**src/rtl/cbtv_pkg.sv**
```systemverilog
`timescale 1ns / 1ps
`default_nettype none

package cbtv_pkg;

    localparam int CELL_PIX      = 8;
    localparam int CELL_STRIDE   = 9;
    localparam int BYTE_MSB      = 7;
    localparam int GLYPH_DEPTH   = 760;
    localparam int GLYPH_AW      = 10;
    localparam int CELL_ADDR_W   = 13;
    localparam int CHAR_ADDR_W   = 10;
    localparam int QUEUE_DEPTH   = 2;
    localparam int QUEUE_PTR_W   = $clog2(QUEUE_DEPTH);
    localparam int QUEUE_CNT_W   = $clog2(QUEUE_DEPTH + 1);

    localparam logic [6:0] FIRST_PRINTABLE_RESET = 7'd32;
    localparam logic [6:0] LAST_CODE_LIMIT       = 7'h7F;
    localparam logic [3:0] WHITE_INDEX           = 4'h1;

    typedef enum logic [1:0] {
        OP_CELL   = 2'd0,
        OP_CHAR   = 2'd1,
        OP_GLYPH  = 2'd2,
        OP_RENDER = 2'd3
    } op_t;

    typedef enum logic [2:0] {
        CFG_TEXT_ENABLE     = 3'd0,
        CFG_CURSOR_COL      = 3'd1,
        CFG_CURSOR_ROW      = 3'd2,
        CFG_CURSOR_VISIBLE  = 3'd3,
        CFG_FIRST_PRINTABLE = 3'd4
    } cfg_idx_t;

    typedef struct packed {
        op_t                     op;
        logic                    wr_ok;
        logic [12:0]             wr_addr;
        logic [7:0]              wr_data;
        logic                    onscreen;
        logic                    in_text;
        logic [CELL_ADDR_W-1:0]  cell_addr;
        logic [CELL_ADDR_W-1:0]  color_addr;
        logic [CHAR_ADDR_W-1:0]  char_addr;
        logic [4:0]              cx;
        logic [4:0]              cy;
        logic [2:0]              row;
        logic [2:0]              col;
    } item_t;

    function automatic logic [23:0] palette_rgb(input logic [3:0] idx);
        logic [23:0] rgb;
        case (idx)
            4'd0:    rgb = 24'h000000;
            4'd1:    rgb = 24'hFFFFFF;
            4'd2:    rgb = 24'h880000;
            4'd3:    rgb = 24'hAAFFEE;
            4'd4:    rgb = 24'hCC44CC;
            4'd5:    rgb = 24'h00CC55;
            4'd6:    rgb = 24'h0000AA;
            4'd7:    rgb = 24'hEEEE77;
            4'd8:    rgb = 24'hDD8855;
            4'd9:    rgb = 24'h664400;
            4'd10:   rgb = 24'hFF7777;
            4'd11:   rgb = 24'h333333;
            4'd12:   rgb = 24'h777777;
            4'd13:   rgb = 24'hAAFF66;
            4'd14:   rgb = 24'h0088FF;
            4'd15:   rgb = 24'hBBBBBB;
            default: rgb = 24'h000000;
        endcase
        return rgb;
    endfunction

endpackage

`default_nettype wire

```
**src/rtl/cbtv_queue.sv**
```systemverilog
`timescale 1ns / 1ps
`default_nettype none

module cbtv_queue (
    input  wire logic             clk,
    input  wire logic             rst_n,
    input  wire logic             push,
    input  wire cbtv_pkg::item_t  push_item,
    output logic                  full,
    input  wire logic             pop,
    output logic                  empty,
    output cbtv_pkg::item_t       head_item
);
    import cbtv_pkg::*;

    item_t                  slot_reg [QUEUE_DEPTH];
    logic [QUEUE_PTR_W-1:0] wr_ptr_reg, wr_ptr_next;
    logic [QUEUE_PTR_W-1:0] rd_ptr_reg, rd_ptr_next;
    logic [QUEUE_CNT_W-1:0] count_reg, count_next;
    logic                   do_push, do_pop;

    assign full      = count_reg == QUEUE_CNT_W'(QUEUE_DEPTH);
    assign empty     = count_reg == '0;
    assign do_push   = push && !full;
    assign do_pop    = pop && !empty;
    assign head_item = slot_reg[rd_ptr_reg];

    always_comb
    begin
        wr_ptr_next = wr_ptr_reg;
        rd_ptr_next = rd_ptr_reg;
        count_next  = count_reg;
        if (do_push)
        begin
            wr_ptr_next = wr_ptr_reg + 1'b1;
        end
        if (do_pop)
        begin
            rd_ptr_next = rd_ptr_reg + 1'b1;
        end
        if (do_push && !do_pop)
        begin
            count_next = count_reg + 1'b1;
        end
        else if (do_pop && !do_push)
        begin
            count_next = count_reg - 1'b1;
        end
    end

    always_ff @(posedge clk or negedge rst_n)
    begin
        if (!rst_n)
        begin
            wr_ptr_reg <= '0;
            rd_ptr_reg <= '0;
            count_reg  <= '0;
        end
        else
        begin
            wr_ptr_reg <= wr_ptr_next;
            rd_ptr_reg <= rd_ptr_next;
            count_reg  <= count_next;
        end
    end

    always_ff @(posedge clk)
    begin
        if (do_push)
        begin
            slot_reg[wr_ptr_reg] <= push_item;
        end
    end

endmodule

`default_nettype wire

```
**config.mk**
```make
export PLATFORM = sky130hd
export DESIGN_NAME = cbtv_queue
export DESIGN_NICKNAME = d
export VERILOG_FILES = /design/src/rtl/cbtv_pkg.sv /design/src/rtl/cbtv_queue.sv
export SDC_FILE = /design/constraint.sdc
export NUM_CORES = 1
export LEC_CHECK = 0
export BUFFER_PORTS_ARGS = -buffer_cell sky130_fd_sc_hd__buf_2
export CAP_MARGIN = 15
export CORE_MARGIN = 2
export CORE_UTILIZATION = 42
export CTS_CLUSTER_SIZE = 30
export DETAILED_ROUTE_END_ITERATION = 10
export HOLD_SLACK_MARGIN = 0.02
export PLACE_DENSITY = 0.74
export SETUP_SLACK_MARGIN = 0.1
export SKIP_LAST_GASP = 1
export SLEW_MARGIN = 20
export SYNTH_ARGS = -nofsm -noshare
export SYNTH_HDL_FRONTEND = slang
export SYNTH_SLANG_ARGS = --single-unit
```
**constraint.sdc**
```tcl
create_clock -name clk -period 5.5 [get_ports clk]
set_input_delay 0.55 -clock clk [delete_from_list [all_inputs] [get_ports clk]]
set_output_delay 0.55 -clock clk [all_outputs]
set_load 0.05 [all_outputs]
```
[Word level (Yosys, flattened, before mapping)]
Memories as Yosys holds them, arrays and structs flattened.
Cells that the tools add are included.
Storage, ports and cells
  output and inout port bits: 80
  input bits: 82
  bits in writable memories: 156
  memories kept: 1
  logic and storage cells: 23
  flip-flop bits (word level): 4
Memories
  slot_reg: words 2, width 78, rd ports 1, clocked after memory_dff 0, wr ports 1, RTL line cbtv_queue.sv:16  | item_t slot_reg [QUEUE_DEPTH];
Cells by class
  multiplexer cells: 4
  equal/unequal tests: 1
  $add $sub $neg: 4
  reductions and logical operators: 10
Operators by type and width (number)
  $logic_and A1 B1 Y1: 4
  $logic_not A1 Y1: 4
  $mux W2: 2
  $add A1 B1 Y1 const B: 2
  $add A2 B1 Y2 const B: 1
  $eq A2 B2 Y1 const B: 1
  $logic_not A2 Y1: 1
  $mux W1: 2
  $reduce_bool A2 Y1: 1
  $sub A2 B1 Y2 const B: 1

[Depth between registers and ports, before layout]
  word-level depth: 7
  gate-level depth with buffers: 7
  gate-level depth less buffers: 7

[Least setup slack after synthesis]
OpenSTA, ideal clock, no wires.
  path type: reg-to-reg
  from: register count_reg[0]
  to: memory slot_reg[0][0] (netlist bit), enable pin
  cell stages (with the launch flop): 4
  setup time: 515 ps
  path buffers: 0
  data required time: 4985 ps
  period minus slack after synthesis: 4413 ps
  arrival: 3898 ps
  path slack: 1087 ps
  cell sequence: dfrtp_1 > nand2b_1 > nand2_1 > nor2_1
Between the ends
  longest elaborated chain between the ends: 5
RTL lines
  start: declaration: RTL line cbtv_queue.sv:19  | logic [QUEUE_CNT_W-1:0] count_reg, count_next;
  start signal: assignment: RTL line cbtv_queue.sv:63  | count_reg <= count_next;
  $eq A2 B2 Y1: RTL line cbtv_queue.sv:22  | assign full = count_reg == QUEUE_CNT_W'(QUEUE_DEPTH);
  $logic_not A1 Y1: RTL line cbtv_queue.sv:24  | assign do_push = push && !full;
  $logic_and A1 B1 Y1: RTL line cbtv_queue.sv:24
  $mux W1: RTL line cbtv_queue.sv:69  | if (do_push)
  $mux W1 (implied by the code): RTL line cbtv_queue.sv:71  | slot_reg[wr_ptr_reg] <= push_item;
  end: declaration: RTL line cbtv_queue.sv:16
Every way passes these cells.

==> results.md <==
* Run status: finished clean
* Die footprint at 14,900 sq um
* TritonRoute pass-1 iters at 4
* Worst slew margin at 64.4%
* Category of the critical setup timing path: register to output port
* Number of clock buffers inserted by TritonCTS at 17
* Total overflow reported by the global router at 0
* Worst Clk Skew at 5.32 ps
* Average vias per placed instance at 4.70
* Syn Area/Cell at 22.4 sq um
* Via count of the first global-routing pass at 3,164
* Drt total wl at 10,200 um
* Sink Count at 160
* CTS H-tree depth at 4
* Starting density of the core at 42.6%
* Global-route wire length before repair at 15,100 um
* Final routed wire length divided by cell count at 16.1 um
* Iteration-0 DRC Markers at 123
* Unrepaired setup endpoints after global routing: false
* Transition time of the tightest slew-check pin at 533 ps
* Total power divided by cell area at 642 nW/um^2
* Synthesized netlist net count at 345
* Warning count from the yosys run at 0
* Later-pin clock latency in the skew report at 410 ps
* Count of max-cap constraint violations at 0
* Cells after Synth at 262
* I/O pin count at 162
* Part of the Yosys area used for sequential elements at 81.6%
* Setup Total Neg Slack at 0 ps
* Post-synthesis sequential element count at 160
* Number of antenna violations at the first check in global routing at 1
* Critical path launch point type: register
* Placed wire-length estimate after detailed placement at 6390 um
* Largest register FFs at 156
* Minimum clock period after layout at 2630 ps
* Netlist area before placement at 5860 sq um
* Setup violation total in the final timing report at 0
* Post-layout nets at 522
* Maximum number of pins on one net before global-route repair at 80
* Fraction of the cycle the final worst path needs at 47.9%
* Area grow syn2layout at 28.3%
* Post-synthesis cell type count at 15
* Leakage power of the design at 2.85 nW
* Number of hold-slack violations in the final timing report at 0
* Type of element capturing the critical path: output port
* Bufs on Longest Clock Path at 2
* IR Drop Worst-Case VDD at 0.320 mV
* Placeable core region at 13,800 sq um
* Largest driver fanout on the critical path at 50
* Worst EP required at 4950 ps
* Tightest Hold Check Type: primary input to register
* Number of placement rows at 43
* Share of cells above drive strength 1 at 60.4%
* Max-slew violation count at 0
* Final antenna-violating net count at 0
* RD Place Congestion at 0.657
* Clk Tree Root Cell: sky130_fd_sc_hd__clkbuf_16
* Number of diodes at 0
* Die span in x at 122 um
* Port Buf Inserts at 161
* Die extent in y at 122 um
* WP data arrival at 2080 ps
* Post-route DRC violation count at 0
* Total global routing track utilization at 14.0%
* Peak Freq at 380 MHz
* Clock tree from TritonCTS: yes
* Final total power at 4.83 mW
* Clock transition time at the flip-flop clock pins of the worst setup and hold paths at 60 ps
* PostCTS Resize Cnt at 0
* Total number of vias at 2,968
==> layout make-up <==
type,instances,area (sq um)
Clock buffer,20,437
Fill cell,1121,6250
Multi-Input combinational cell,91,1020
Clock inverter,12,119
Tap cell,180,225
Inverter,2,7.51
Timing Repair Buffer,167,926
Sequential cell,160,4790
==> report_power, final <==
group / leakage (nW) / switching [mW] / total [mW] / internal, mW
Combinational: 1.09 / 1.38 / 1.96 / 0.572
Sequential: 1.49 / 0.113 / 1.78 / 1.67
Clock: 0.266 / 0.429 / 1.09 / 0.661
Total: 2.85 / 1.92 / 4.83 / 2.90
==> worst paths after layout <==
check,start,to,slack (ps),cells after the start
setup / recovery,rd_ptr_reg,head_item[63],2870,3
hold / removal,push_item[12],slot_reg[0][12],320,1
max in group asynchronous,rst_n,rd_ptr_reg,4890,2
setup reg to reg,count_reg[0],slot_reg[0][40],3490,5
min in group asynchronous,rst_n,count_reg[0],480,2
hold reg to reg,count_reg[1],count_reg[1],520,1
==> through the flow <==
step / area (sq um) / std cells / hold WS (ps) / utilization (%) / worst slack, ps
final: 7520 / 632 / 321 / 54.6 / 2870
after global placement: 6850 / 595 / 358 / 49.7 / 2820
after global routing: 7520 / 632 / 298 / 54.6 / 2780
after floorplan: 5860 / 262 / 254 / - / 1090
after detailed placement: 6850 / 595 / 360 / 49.7 / 2760
after CTS: 7420 / 628 / 293 / 53.9 / 2640
==> Yosys cell counts, drive strengths merged <==
cell type    n  area, sq um
o21ai        1         5.00
nor2         3         11.3
and3         1         6.26
edfxtp     156         4680
ha           1         12.5
mux2        78          916
nand2b       1         6.26
inv          2         7.51
buf          9         63.8
xor2         2         17.5
dfrtp        4          100
xnor2        3         26.3
nand2        1         3.75
==> layer usage <==
layer  vias up  global-route usage, %  wire, um
met5         -                      0         0
met4         0                   7.11       199
met3        17                   5.24       682
met2       103                   24.4      5180
met1      1456                   14.8      4140
li1       1392                      -         -
==> critical path, cell delays in order, from the launching register on <==
cell	delay [ps]
sky130_fd_sc_hd__dfrtp_4	710
sky130_fd_sc_hd__buf_16	300
sky130_fd_sc_hd__mux2_2	380
sky130_fd_sc_hd__buf_2	210
==> cells by family (layout without fill, tap and decap cells) <==
logic type	Yosys count	after routing	synth area share (%)
simple gates	6	6	0.470
mux	78	78	15.6
buf+inv	11	201	1.22
flops	160	160	81.6
fa+ha+maj	1	1	0.213
compound gates	1	1	0.0853
xor+xnor	5	5	0.747
==> timing repair <==
| item | in CTS | in global routing |
|---|---|---|
| setup buffers | 0 | 0 |
| hold buffers | 1 | 0 |
| endpoints found under the hold margin | 4 | 0 |
==> layout by cell type (no fill, tap or decap), types with 2 or more instances in the layout <==
cell	synthesis	layout
sky130_fd_sc_hd__edfxtp_1	156	156
sky130_fd_sc_hd__clkinvlp_4	0	2
sky130_fd_sc_hd__dfrtp_1	4	3
sky130_fd_sc_hd__nor2_1	3	2
sky130_fd_sc_hd__bufinv_16	0	2
sky130_fd_sc_hd__clkbuf_16	0	17
sky130_fd_sc_hd__xor2_1	2	2
sky130_fd_sc_hd__clkinv_2	0	3
sky130_fd_sc_hd__clkinv_4	0	2
sky130_fd_sc_hd__buf_16	0	3
sky130_fd_sc_hd__buf_2	6	161
sky130_fd_sc_hd__inv_1	2	2
sky130_fd_sc_hd__clkinv_1	0	3
sky130_fd_sc_hd__clkbuf_1	0	3
sky130_fd_sc_hd__mux2_4	10	10
sky130_fd_sc_hd__mux2_2	68	68
sky130_fd_sc_hd__xnor2_1	3	3
(Power assumes the default switching activity.)
