===== src/rtl/cbtv_pkg.sv =====
`timescale 1ns / 1ps
`default_nettype none

package cbtv_pkg;

    localparam int CELL_PIX      = 8;
    localparam int CELL_STRIDE   = 9;
    localparam int BYTE_MSB      = 7;
    localparam int GLYPH_DEPTH   = 760;
    localparam int GLYPH_AW      = 10;
    localparam int CELL_ADDR_W   = 13;
    localparam int CHAR_ADDR_W   = 10;
    localparam int QUEUE_DEPTH   = 2;
    localparam int QUEUE_PTR_W   = $clog2(QUEUE_DEPTH);
    localparam int QUEUE_CNT_W   = $clog2(QUEUE_DEPTH + 1);

    localparam logic [6:0] FIRST_PRINTABLE_RESET = 7'd32;
    localparam logic [6:0] LAST_CODE_LIMIT       = 7'h7F;
    localparam logic [3:0] WHITE_INDEX           = 4'h1;

    typedef enum logic [1:0] {
        OP_CELL   = 2'd0,
        OP_CHAR   = 2'd1,
        OP_GLYPH  = 2'd2,
        OP_RENDER = 2'd3
    } op_t;

    typedef enum logic [2:0] {
        CFG_TEXT_ENABLE     = 3'd0,
        CFG_CURSOR_COL      = 3'd1,
        CFG_CURSOR_ROW      = 3'd2,
        CFG_CURSOR_VISIBLE  = 3'd3,
        CFG_FIRST_PRINTABLE = 3'd4
    } cfg_idx_t;

    typedef struct packed {
        op_t                     op;
        logic                    wr_ok;
        logic [12:0]             wr_addr;
        logic [7:0]              wr_data;
        logic                    onscreen;
        logic                    in_text;
        logic [CELL_ADDR_W-1:0]  cell_addr;
        logic [CELL_ADDR_W-1:0]  color_addr;
        logic [CHAR_ADDR_W-1:0]  char_addr;
        logic [4:0]              cx;
        logic [4:0]              cy;
        logic [2:0]              row;
        logic [2:0]              col;
    } item_t;

    function automatic logic [23:0] palette_rgb(input logic [3:0] idx);
        logic [23:0] rgb;
        case (idx)
            4'd0:    rgb = 24'h000000;
            4'd1:    rgb = 24'hFFFFFF;
            4'd2:    rgb = 24'h880000;
            4'd3:    rgb = 24'hAAFFEE;
            4'd4:    rgb = 24'hCC44CC;
            4'd5:    rgb = 24'h00CC55;
            4'd6:    rgb = 24'h0000AA;
            4'd7:    rgb = 24'hEEEE77;
            4'd8:    rgb = 24'hDD8855;
            4'd9:    rgb = 24'h664400;
            4'd10:   rgb = 24'hFF7777;
            4'd11:   rgb = 24'h333333;
            4'd12:   rgb = 24'h777777;
            4'd13:   rgb = 24'hAAFF66;
            4'd14:   rgb = 24'h0088FF;
            4'd15:   rgb = 24'hBBBBBB;
            default: rgb = 24'h000000;
        endcase
        return rgb;
    endfunction

endpackage

`default_nettype wire


===== src/rtl/cbtv_front.sv =====
`timescale 1ns / 1ps
`default_nettype none

module cbtv_front #(
    parameter int CELLS_WIDE   = 32,
    parameter int CELLS_HIGH   = 24,
    parameter int TEXT_COLUMNS = 32,
    parameter int TEXT_LINES   = 24
) (
    input  wire logic            clk,
    input  wire logic            rst_n,
    input  wire logic            start,
    output logic                 busy,
    input  wire logic [1:0]      operation,
    input  wire logic [12:0]     address,
    input  wire logic [7:0]      data,
    input  wire logic [7:0]      pixel_x,
    input  wire logic [7:0]      pixel_y,
    output logic                 push,
    output cbtv_pkg::item_t      push_item,
    input  wire logic            queue_full
);
    import cbtv_pkg::*;

    localparam int CELL_DEPTH = CELLS_WIDE * CELLS_HIGH * CELL_STRIDE;
    localparam int CHAR_DEPTH = TEXT_COLUMNS * TEXT_LINES;

    logic       valid_reg, valid_next;
    item_t      item_reg;
    item_t      item_new;
    logic       accept;
    logic [9:0] cell_num;
    logic [12:0] cell_base;

    assign push   = valid_reg && !queue_full;
    assign busy   = valid_reg && queue_full;
    assign accept = start && !busy;

    // classify the word and precompute the cell, colour and char addresses the back end needs
    always_comb
    begin
        item_new.op      = op_t'(operation);
        item_new.wr_addr = address;
        item_new.wr_data = data;
        case (op_t'(operation))
            OP_CELL:  item_new.wr_ok = {1'b0, address} < 14'(CELL_DEPTH);
            OP_CHAR:  item_new.wr_ok = {1'b0, address} < 14'(CHAR_DEPTH);
            OP_GLYPH: item_new.wr_ok = {1'b0, address} < 14'(GLYPH_DEPTH);
            default:  item_new.wr_ok = 1'b0;
        endcase
        item_new.cx  = pixel_x[7:3];
        item_new.cy  = pixel_y[7:3];
        item_new.row = pixel_y[2:0];
        item_new.col = pixel_x[2:0];
        item_new.onscreen = ({1'b0, pixel_x} < 9'(CELLS_WIDE * CELL_PIX))
                         && ({1'b0, pixel_y} < 9'(CELLS_HIGH * CELL_PIX));
        item_new.in_text  = ({1'b0, pixel_x[7:3]} < 6'(TEXT_COLUMNS))
                         && ({1'b0, pixel_y[7:3]} < 6'(TEXT_LINES));
        cell_num  = 10'(pixel_y[7:3] * CELLS_WIDE) + {5'd0, pixel_x[7:3]};
        cell_base = {cell_num, 3'b000} + {3'b000, cell_num};
        item_new.cell_addr  = cell_base + {10'd0, pixel_y[2:0]};
        item_new.color_addr = cell_base + 13'(CELL_PIX);
        item_new.char_addr  = 10'(pixel_y[7:3] * TEXT_COLUMNS) + {5'd0, pixel_x[7:3]};
    end

    always_comb
    begin
        valid_next = valid_reg;
        if (accept)
        begin
            valid_next = 1'b1;
        end
        else if (push)
        begin
            valid_next = 1'b0;
        end
    end

    always_ff @(posedge clk or negedge rst_n)
    begin
        if (!rst_n)
        begin
            valid_reg <= 1'b0;
        end
        else
        begin
            valid_reg <= valid_next;
        end
    end

    always_ff @(posedge clk)
    begin
        if (accept)
        begin
            item_reg <= item_new;
        end
    end

    assign push_item = item_reg;

endmodule

`default_nettype wire


===== config.mk =====
export PLATFORM = sky130hd
export DESIGN_NAME = cbtv_front
export DESIGN_NICKNAME = d
export VERILOG_FILES = /design/src/rtl/cbtv_pkg.sv /design/src/rtl/cbtv_front.sv
export SDC_FILE = /design/constraint.sdc
export NUM_CORES = 1
export LEC_CHECK = 0
export BUFFER_PORTS_ARGS = -buffer_cell sky130_fd_sc_hd__buf_2
export CAP_MARGIN = 0
export CORE_AREA = 2 2 82 84
export DETAILED_ROUTE_END_ITERATION = 10
export DIE_AREA = 0 0 84 86
export PLACE_DENSITY = 0.73
export SLEW_MARGIN = 10
export SYNTH_ARGS = -nofsm -noshare
export SYNTH_HDL_FRONTEND = slang
export SYNTH_SLANG_ARGS = --single-unit

===== constraint.sdc =====
create_clock -name clk -period 5.2 [get_ports clk]
set_input_delay 0.26 -clock clk [delete_from_list [all_inputs] [get_ports clk]]
set_output_delay 0.26 -clock clk [all_outputs]
set_load 0.01 [all_outputs]

# After elaboration in Yosys (flattened, before gate mapping)
# Index checks and enable logic that the tools add are counted.
[totals]
register_bits = 79
n_memories = 0
output_inout_bits = 80
latch_bits = 0
ram_bits = 0
rom_bits = 0
[op_classes]
multipliers = 0
div = 0
reduce_logical = 7
eq_ne = 2
magnitude_cmp = 5
addsub = 4
n_mux = 3
n_bitwise = 0
n_shift = 0
[op_table]
columns = ["cell", "n"]
rows = [
  ["$lt A13 B10 Y1 const B", 2],
  ["$add A13 B10 Y13", 1],
  ["$add A13 B3 Y13", 1],
  ["$add A13 B4 Y13 const B", 1],
  ["$lt A13 B13 Y1 const B", 1],
  ["$add A10 B5 Y10", 1],
  ["$lt A8 B8 Y1 const B", 1],
  ["$lt A5 B5 Y1 const B", 1],
  ["$logic_and A1 B1 Y1", 3],
  ["$pmux W1 S3", 1],
  ["$eq A2 B1 Y1 const B", 1],
  ["$eq A2 B2 Y1 const B", 1],
  ["$logic_not A1 Y1", 2],
  ["$logic_not A2 Y1", 1],
  ["$mux W1", 2],
  ["$reduce_bool A2 Y1", 1],
]

# Logic depth before layout (Yosys ltp)
# Gate-level depths: netlist of the first run.
[depth]
word_depth = 4
depth_mapped = 10

# Worst setup path before layout of the first run
# OpenSTA, ideal clock, no wires.
[synth_path]
kind = "flip-flop to flip-flop"
from = "register valid_reg"
to = "register item_reg (netlist bit push_item[0]) (enable)"
stages_incl_launch_ff = 3
arrival_ps = 3392
setup_ps = 494
path_slack_ps = 1314
path_cell_list = "dfrtp_1 and2_1 nor2b_1"
[synth_between]
elab_chain_cells = 3
[synth_lines]
columns = ["element", "line", "source"]
rows = [
  ["from (decl)", "cbtv_front.sv:28", "logic valid_reg, valid_next;"],
  ["from (signal assigned)", "cbtv_front.sv:87", "valid_reg <= valid_next;"],
  ["$logic_and A1 B1 Y1", "cbtv_front.sv:36", "assign busy = valid_reg && queue_full;"],
  ["named net busy", "cbtv_front.sv:13", "output logic busy,"],
  ["$logic_not A1 Y1", "cbtv_front.sv:37", "assign accept = start && !busy;"],
  ["$logic_and A1 B1 Y1", "cbtv_front.sv:37", ""],
  ["named net accept", "cbtv_front.sv:31", "logic accept;"],
  ["to (signal assigned)", "cbtv_front.sv:95", "item_reg <= item_new;"],
  ["to (decl)", "cbtv_front.sv:29", "item_t item_reg;"],
]
# The timed path passes the listed nets, and every way through them passes these cells.
# A chain may end at the register's enable or synchronous reset.

==> summary.md, run 1 <==
| Metric | Value |
|---|---|
| Status | complete, no violations |
| Post-synth EDFFs | 64 |
| Layout cell share with drive strength beyond 1 | 0.450 |
| Iter 0 DRT Violations | 57 |
| Routed Antenna Nets | 0 |
| Ys Warns | 0 |
| Post-CTS sizing | 0 |
| RePlAce Congestion | between 0.7 and 0.8 |
| Synth Area in Adders | 0.0620 |
| Slew Viols, Final | 0 |
| Die width | about 84 um |
| Crit path DAT | about 2.5 ns |
| Top cells by area, synth | edfxtp_1, xnor2_1, ha_1 |
| Initial antenna violation count | 0 |
| Leak pwr | roughly 1.6 nW |
| Critical path class | input pin to flip-flop |
| Final wirelength | approximately 5.6 mm |
| Post-Synthesis Cells | 192 |
| Endpoints failing setup | 0 |
| Design area | 0.00368 mm2 |
| CTS clk-pin slew, worst paths | around 0.07 ns |
| Number of synthesized register bits | 65 |
| RSZ-0062 raised after global routing | false |
| First-pass GRT wire length | roughly 9 mm |
| Sequential area share after synthesis | 0.679 |
| Mapped Area | 0.00287 mm2 |
| Root Buffer Master | clkbuf_8 |
| Clock Tree Buf Depth | 2 |
| CTS sink count | 65 |
| Setup TNS | 0 ns |
| Fmax | between 0.4 and 0.5 GHz |
| Worst VDD drop | 0.176 mV |
| Tightest Pin Transition | roughly 0.73 ns |
| Fillers | between 500 and 600 |
| Worst reg2reg startpoint | valid_reg |
| CTS tree | done |
| Core ar. | around 0.0063 mm2 |
| # port buffers | 122 |
| Max FFs per register | 64 |
| Inst Count DP | 378 |
| Top_reg_cell synth | edfxtp_1 |
| Hold path cells | 1 |
| Via-to-Cell Ratio | 4.83 |
| Slew margin rel. | 0.509 |
| Antenna cell count | 0 |
| Drt first pass iters | 4 |
| Register area | approximately 0.0019 mm2 |
| Total GRT Usage | 0.162 |
| # DRC | 0 |
| Multiplexer share of the synthesized area | 0 |
| Die area | 0.00722 mm2 |
| Wire length per cell | around 14 um |
| Synth Area in XOR/XNOR | 0.0825 |
| Max Cap Viol | 0 |
| Hold_sp | data[4] |
| Pwr per Cell Area | 340 mW/mm2 |
| Worst Path Required | approximately 5.3 ns |
| Via count | between 1500 and 2000 |
| Synth area leader | edfxtp_1 |
| Skew final | between 0.007 and 0.008 ns |
| Period utilization | 0.466 |
| Critical Path Sink Type | flip-flop |
| Initial Utilization | 0.457 |
| H-tree Lvls | 3 |
| Setup bufs post-CTS | 0 |
| Hold Crit Class | input pin to flip-flop |
| Synth Area in Compound Gates | 0.0463 |
| WHS | a little over 0.1 ns |
| Largest net degree at the start of global routing | 39 |
| FFs w/ async S/R, synth | 0.0154 |
| Critical Path Start | pixel_x[6] |
| Net Count, Synth | between 200 and 250 |
| Multi-input gate area | 788 um2 |
| Top cell type's share of synthesized area | 0.670 |
| Startpoint Class | input pin |
| Clock latency on the worst-skew pair | 0.33 ns |
| Dpl cell area | 0.00348 mm2 |
| Grt ovf | 0 |
| Post-Layout Cell Count | approximately 400 |
| Worst Path Max Fanout | 5 |
| Main combinational cell family by area after synthesis | XOR/XNOR gates |
| Hpwl dp | between 4 and 5 mm |
| TritonCTS Buffers | 9 |
| Synthesis-to-layout area growth | 28.4% |
| Die H | between 80 and 90 um |
| # IOs | 123 |
| Post-synthesis simple-gate area fraction | 0.0816 |
| Site Rows | 29 |
| Post-synthesis cell type count | 35 |
| Final nets | between 300 and 400 |
| Min Tclk post-route | about 2.4 ns |
| Final hold vios | 0 |
| Syn Area/Cell | roughly 15 um2 |
| Vias in the first global route | 1878 |
| Reg2reg path depth | 3 |
## final timing paths
check | to | slack, ns
setup reg to reg | push_item[33] | 3.15
hold / removal | push_item[58] | 0.10
hold reg to reg | valid_reg | 0.69
min in group asynchronous | valid_reg | 0.23
setup / recovery | push_item[38] | 2.78
max in group asynchronous | valid_reg | 4.89
## layer usage
metal	global-route usage	share of wire	vias up	wire [um]
met5	0	0	-	0
met4	0.0616	0.011	0	60
met3	0.0510	0.076	6	428
met2	0.267	0.47	84	2610
met1	0.201	0.45	890	2500
li1	-	-	928	-
## cell usage after synthesis, drive strengths merged, types with 6 or more instances
library cell,instances
xnor2,17
nand3,6
buf,14
xor2,10
edfxtp,64
ha,11
nor2,9
nand2,11
inv,9
## worst max-delay path, stage by stage
cell	delay, ns
buf_2	0.11
ha_1	0.19
inv_1	0.06
fa_1	0.39
nand2b_1	0.15
a21oi_1	0.19
a31oi_1	0.19
xnor2_1	0.41
and3_1	0.29
nand3_1	0.11
xnor2_1	0.15
## stage by stage
stage,utilization,total power [mW],setup WS [ns]
final,0.586,1.25,2.78
after detailed placement,0.555,0.860,2.45
after CTS,0.586,1.26,2.79
after global routing,0.586,1.31,2.50
after floorplan,-,0.783,1.31
after global placement,0.555,0.857,2.51
## timing repair
action / CTS / global route
endpoints found under the hold margin: 1 / 0
hold buffers: 1 / 0
endpoints found under the setup margin: 0 / 0
## power by group
group          leakage [nW]  internal, mW  switching, mW  total, mW
Clock                0.0897         0.218          0.185      0.403
Combinational         0.859        0.0865          0.123      0.209
Sequential            0.620         0.630        0.00929      0.639
Total                  1.57         0.934          0.317       1.25
## kinds of logic after synthesis
kind of cell | count (synthesis)
buffers and inverters | 23
adders and majority gates | 13
xor gates and xnor gates | 27
DFF | 65
and+or+nand+nor | 45
AOI/OAI and AO/OA | 19
## area by class of cell
type,count,area share
Inverter,9,0.00918
Multi-Input combinational cell,104,0.214
Timing Repair Buffer,124,0.171
Clock buffer,10,0.0347
Tap cell,77,0.0262
Sequential cell,65,0.529
Clock inverter,6,0.0160
## cell usage in the layout (no fill, tap or decap), types with 4 or more instances in the layout
cell,n
buf_2,122
edfxtp_1,64
xnor2_1,17
nand2_1,11
ha_1,11
xor2_1,10
nor2_1,9
clkbuf_8,9
inv_1,8
nand3_1,6
o21ai_0,4
a21oi_1,4
Power figures use the tool's default switching activity.
==> run 2, diff against run 1 <==
Settings changed: CORE_AREA 2 2 82 84 to 2 2 85 87, DIE_AREA 0 0 84 86 to 0 0 87 89, PLACE_DENSITY 0.73 to 0.71.
Clock period 5.2 ns to 2.22 ns, I/O delays scaled along.
==> run 2 against run 1 <==
  * Non-clock buffer count grew 61
  * Design area rose by 17%
  * Critical path depth is 1 lower
  * Highest routed layer unchanged
  * Largest power group unchanged
==> summary.md, run 2 (synthesis results as in run 1) <==
| Metric | Value |
|---|---|
| Status | complete, no violations (unchanged) |
| CTS sink count | 65 (unchanged) |
| Worst Path Required | 2.31 ns (was 5.27 ns) |
| Initial Utilization | 0.427 (was 0.457) |
| Worst Path Max Fanout | 3 (was 5) |
| Antenna cell count | 0 (unchanged) |
| Synthesis-to-layout area growth | 49.6% (was 28.4%) |
| Clock power frac | 0.340 (was 0.322) |
| Max Cap Viol | 0 (unchanged) |
| Pwr per Cell Area | 751 mW/mm2 (was 340 mW/mm2) |
| # DRC | 0 (unchanged) |
| Final nets | 430 (was 369) |
| Final hold vios | 0 (unchanged) |
| TritonCTS Buffers | 9 (unchanged) |
| Routed Antenna Nets | 0 (unchanged) |
| Initial antenna violation count | 0 (unchanged) |
| Sw Pwr | 0.806 mW (was 0.317 mW) |
| Most common cell after layout, fill and taps aside | buf_2 (unchanged) |
| Site Rows | 30 (was 29) |
| CTS clk-pin slew, worst paths | 0.07 ns (about the same) |
| Fillers | 501 (was 532) |
| Hold Crit Class | input pin to flip-flop (unchanged) |
| Via-to-Cell Ratio | 4.63 (was 4.83) |
| CTS tree | done (unchanged) |
| Register area | 0.00195 mm2 (unchanged) |
| Total GRT Usage | 0.178 (was 0.162) |
| Setup TNS | 0 ns (unchanged) |
| Internal power | 2.41 mW (was 0.934 mW) |
| Grt ovf | 0 (unchanged) |
| Min Tclk post-route | roughly 2 ns |
| Sw Share | 0.250 (was 0.254) |
| Period utilization | 0.900 |
| Critical Path Start | pixel_y[0] (was pixel_x[6]) |
| Slew Viols, Final | 0 (unchanged) |
| Setup bufs post-CTS | 0 (unchanged) |
| Hpwl dp | 4.40 mm (was 4.21 mm) |
| H-tree Lvls | 3 (unchanged) |
| Fmax | roughly 0.50 GHz |
| Via count | 2124 (was 1908) |
| Comb power frac | 0.195 (was 0.167) |
| Max FFs per register | 64 (unchanged) |
| Tightest Pin Transition | 0.409 ns (was 0.734 ns) |
| R2R Path End | push_item[37] (was push_item[33]) |
| Root Buffer Master | clkbuf_8 (unchanged) |
| Vias in the first global route | 2187 (was 1878) |
| Design area | 0.00429 mm2 (was 0.00368 mm2) |
| RSZ-0062 raised after global routing | false (unchanged) |
| Crit path to | push_item[51] (was push_item[38]) |
| Post-CTS sizing | 0 (unchanged) |
| Drt first pass iters | 4 (unchanged) |
| Worst reg2reg startpoint | valid_reg (unchanged) |
| Endpoints failing setup | 0 (unchanged) |
| Reg2reg path depth | 3 (unchanged) |
| Die width | 87 um (was 84 um) |
| Flop pwr share | 0.465 (was 0.511) |
| Layout cell share with drive strength beyond 1 | 0.462 (was 0.450) |
| Crit path DAT | 2.08 ns (was 2.49 ns) |
| Critical Path Sink Type | flip-flop (unchanged) |
| Tot Pwr | 3.22 mW (was 1.25 mW) |
| Multi-input gate area | 807 um2 (was 788 um2) |
| Startpoint Class | input pin (unchanged) |
| Clock latency on the worst-skew pair | 0.34 ns (was 0.33 ns) |
| RePlAce Congestion | 0.770 (was 0.736) |
| # port buffers | 122 (unchanged) |
| Worst VDD drop | 0.334 mV (was 0.176 mV) |
| Leak pwr | 1.86 nW (was 1.57 nW) |
| Core ar. | 0.00672 mm2 (was 0.00628 mm2) |
| # IOs | 123 (unchanged) |
| Number of hold buffers added after CTS | 34 (was 1) |
| Skew final | 0.00673 ns (was 0.00769 ns) |
| Wire length per cell | 14.5 um (was 14.2 um) |
| Die area | 0.00774 mm2 (was 0.00722 mm2) |
| Final Core Density | 0.638 (was 0.586) |
| Reg2reg setup slack | 0.83 ns (was 3.15 ns) |
| First-pass GRT wire length | 10.3 mm (was 9.03 mm) |
| Final wirelength | 6.66 mm (was 5.61 mm) |
| Critical path class | input pin to flip-flop (unchanged) |
| Most frequent cells in the layout | buf_2, edfxtp_1, dlygate4sd3_1 (was buf_2, edfxtp_1, xnor2_1) |
| Slew margin rel. | 0.726 (was 0.509) |
| Largest net degree at the start of global routing | 65 (was 39) |
| Clock Tree Buf Depth | 2 (unchanged) |
| Dpl cell area | 0.00373 mm2 (was 0.00348 mm2) |
| Iter 0 DRT Violations | 63 (was 57) |
| Die H | 89 um (was 86 um) |
==> run 2: worst max-delay path, stage by stage <==
cell and delay, ns:
dlygate4sd3_1 0.52, buf_2 0.10, ha_1 0.16, inv_1 0.06, fa_1 0.42, nor2b_1 0.12
o21ai_0 0.13, buf_4 0.19, nand3b_1 0.16, xnor2_1 0.14
==> run 2: per-stage QoR <==
stage               hold slack [ns]  instances  setup WS [ns]
floorplan                    -0.185        192         0.0159
global placement             -0.114        409         -0.108
detailed placement           -0.113        409         -0.151
CTS                         0.00129        459          0.218
global route                0.00980        459         0.0182
finish                       0.0140        459          0.222
==> run 2: layout make-up <==
class,count,area share
clock buffer,9,0.0289
multi-input combinational,104,0.188
inverter,9,0.00788
sequential,65,0.454
timing repair buffer,185,0.275
clock inverter,7,0.0222
tap,80,0.0233
==> run 2: how the worst min path moves through the flow <==
| stage | from | endpoint | slack, ns | depth (start not counted) |
|---|---|---|---|---|
| floorplan | rst_n | valid_reg | -0.18 | 0 |
| global placement | rst_n | valid_reg | -0.11 | 1 |
| global route | pixel_y[7] | push_item[25] | 0.01 | 1 |
| CTS | pixel_y[7] | push_item[25] | 0.001 | 1 |
| detailed placement | rst_n | valid_reg | -0.11 | 1 |
| finish | pixel_y[7] | push_item[25] | 0.01 | 1 |
==> run 2: power groups by stage <==
| stage | combinational [mW] | sequential, mW | clock [mW] |
|---|---|---|---|
| floorplan | 0.263 | 1.58 | 0 |
| detailed placement | 0.578 | 1.52 | 0 |
| global placement | 0.567 | 1.52 | 0 |
| CTS | 0.630 | 1.50 | 1.12 |
| global route | 0.691 | 1.51 | 1.18 |
| finish | 0.627 | 1.50 | 1.09 |
==> run 2: routing by layer <==
metal	global-route usage	vias to the layer above	routed length [um]
met3	0.0665	14	621
li1	-	1053	-
met5	0	-	0
met1	0.189	962	2630
met4	0.0795	0	131
met2	0.316	95	3270
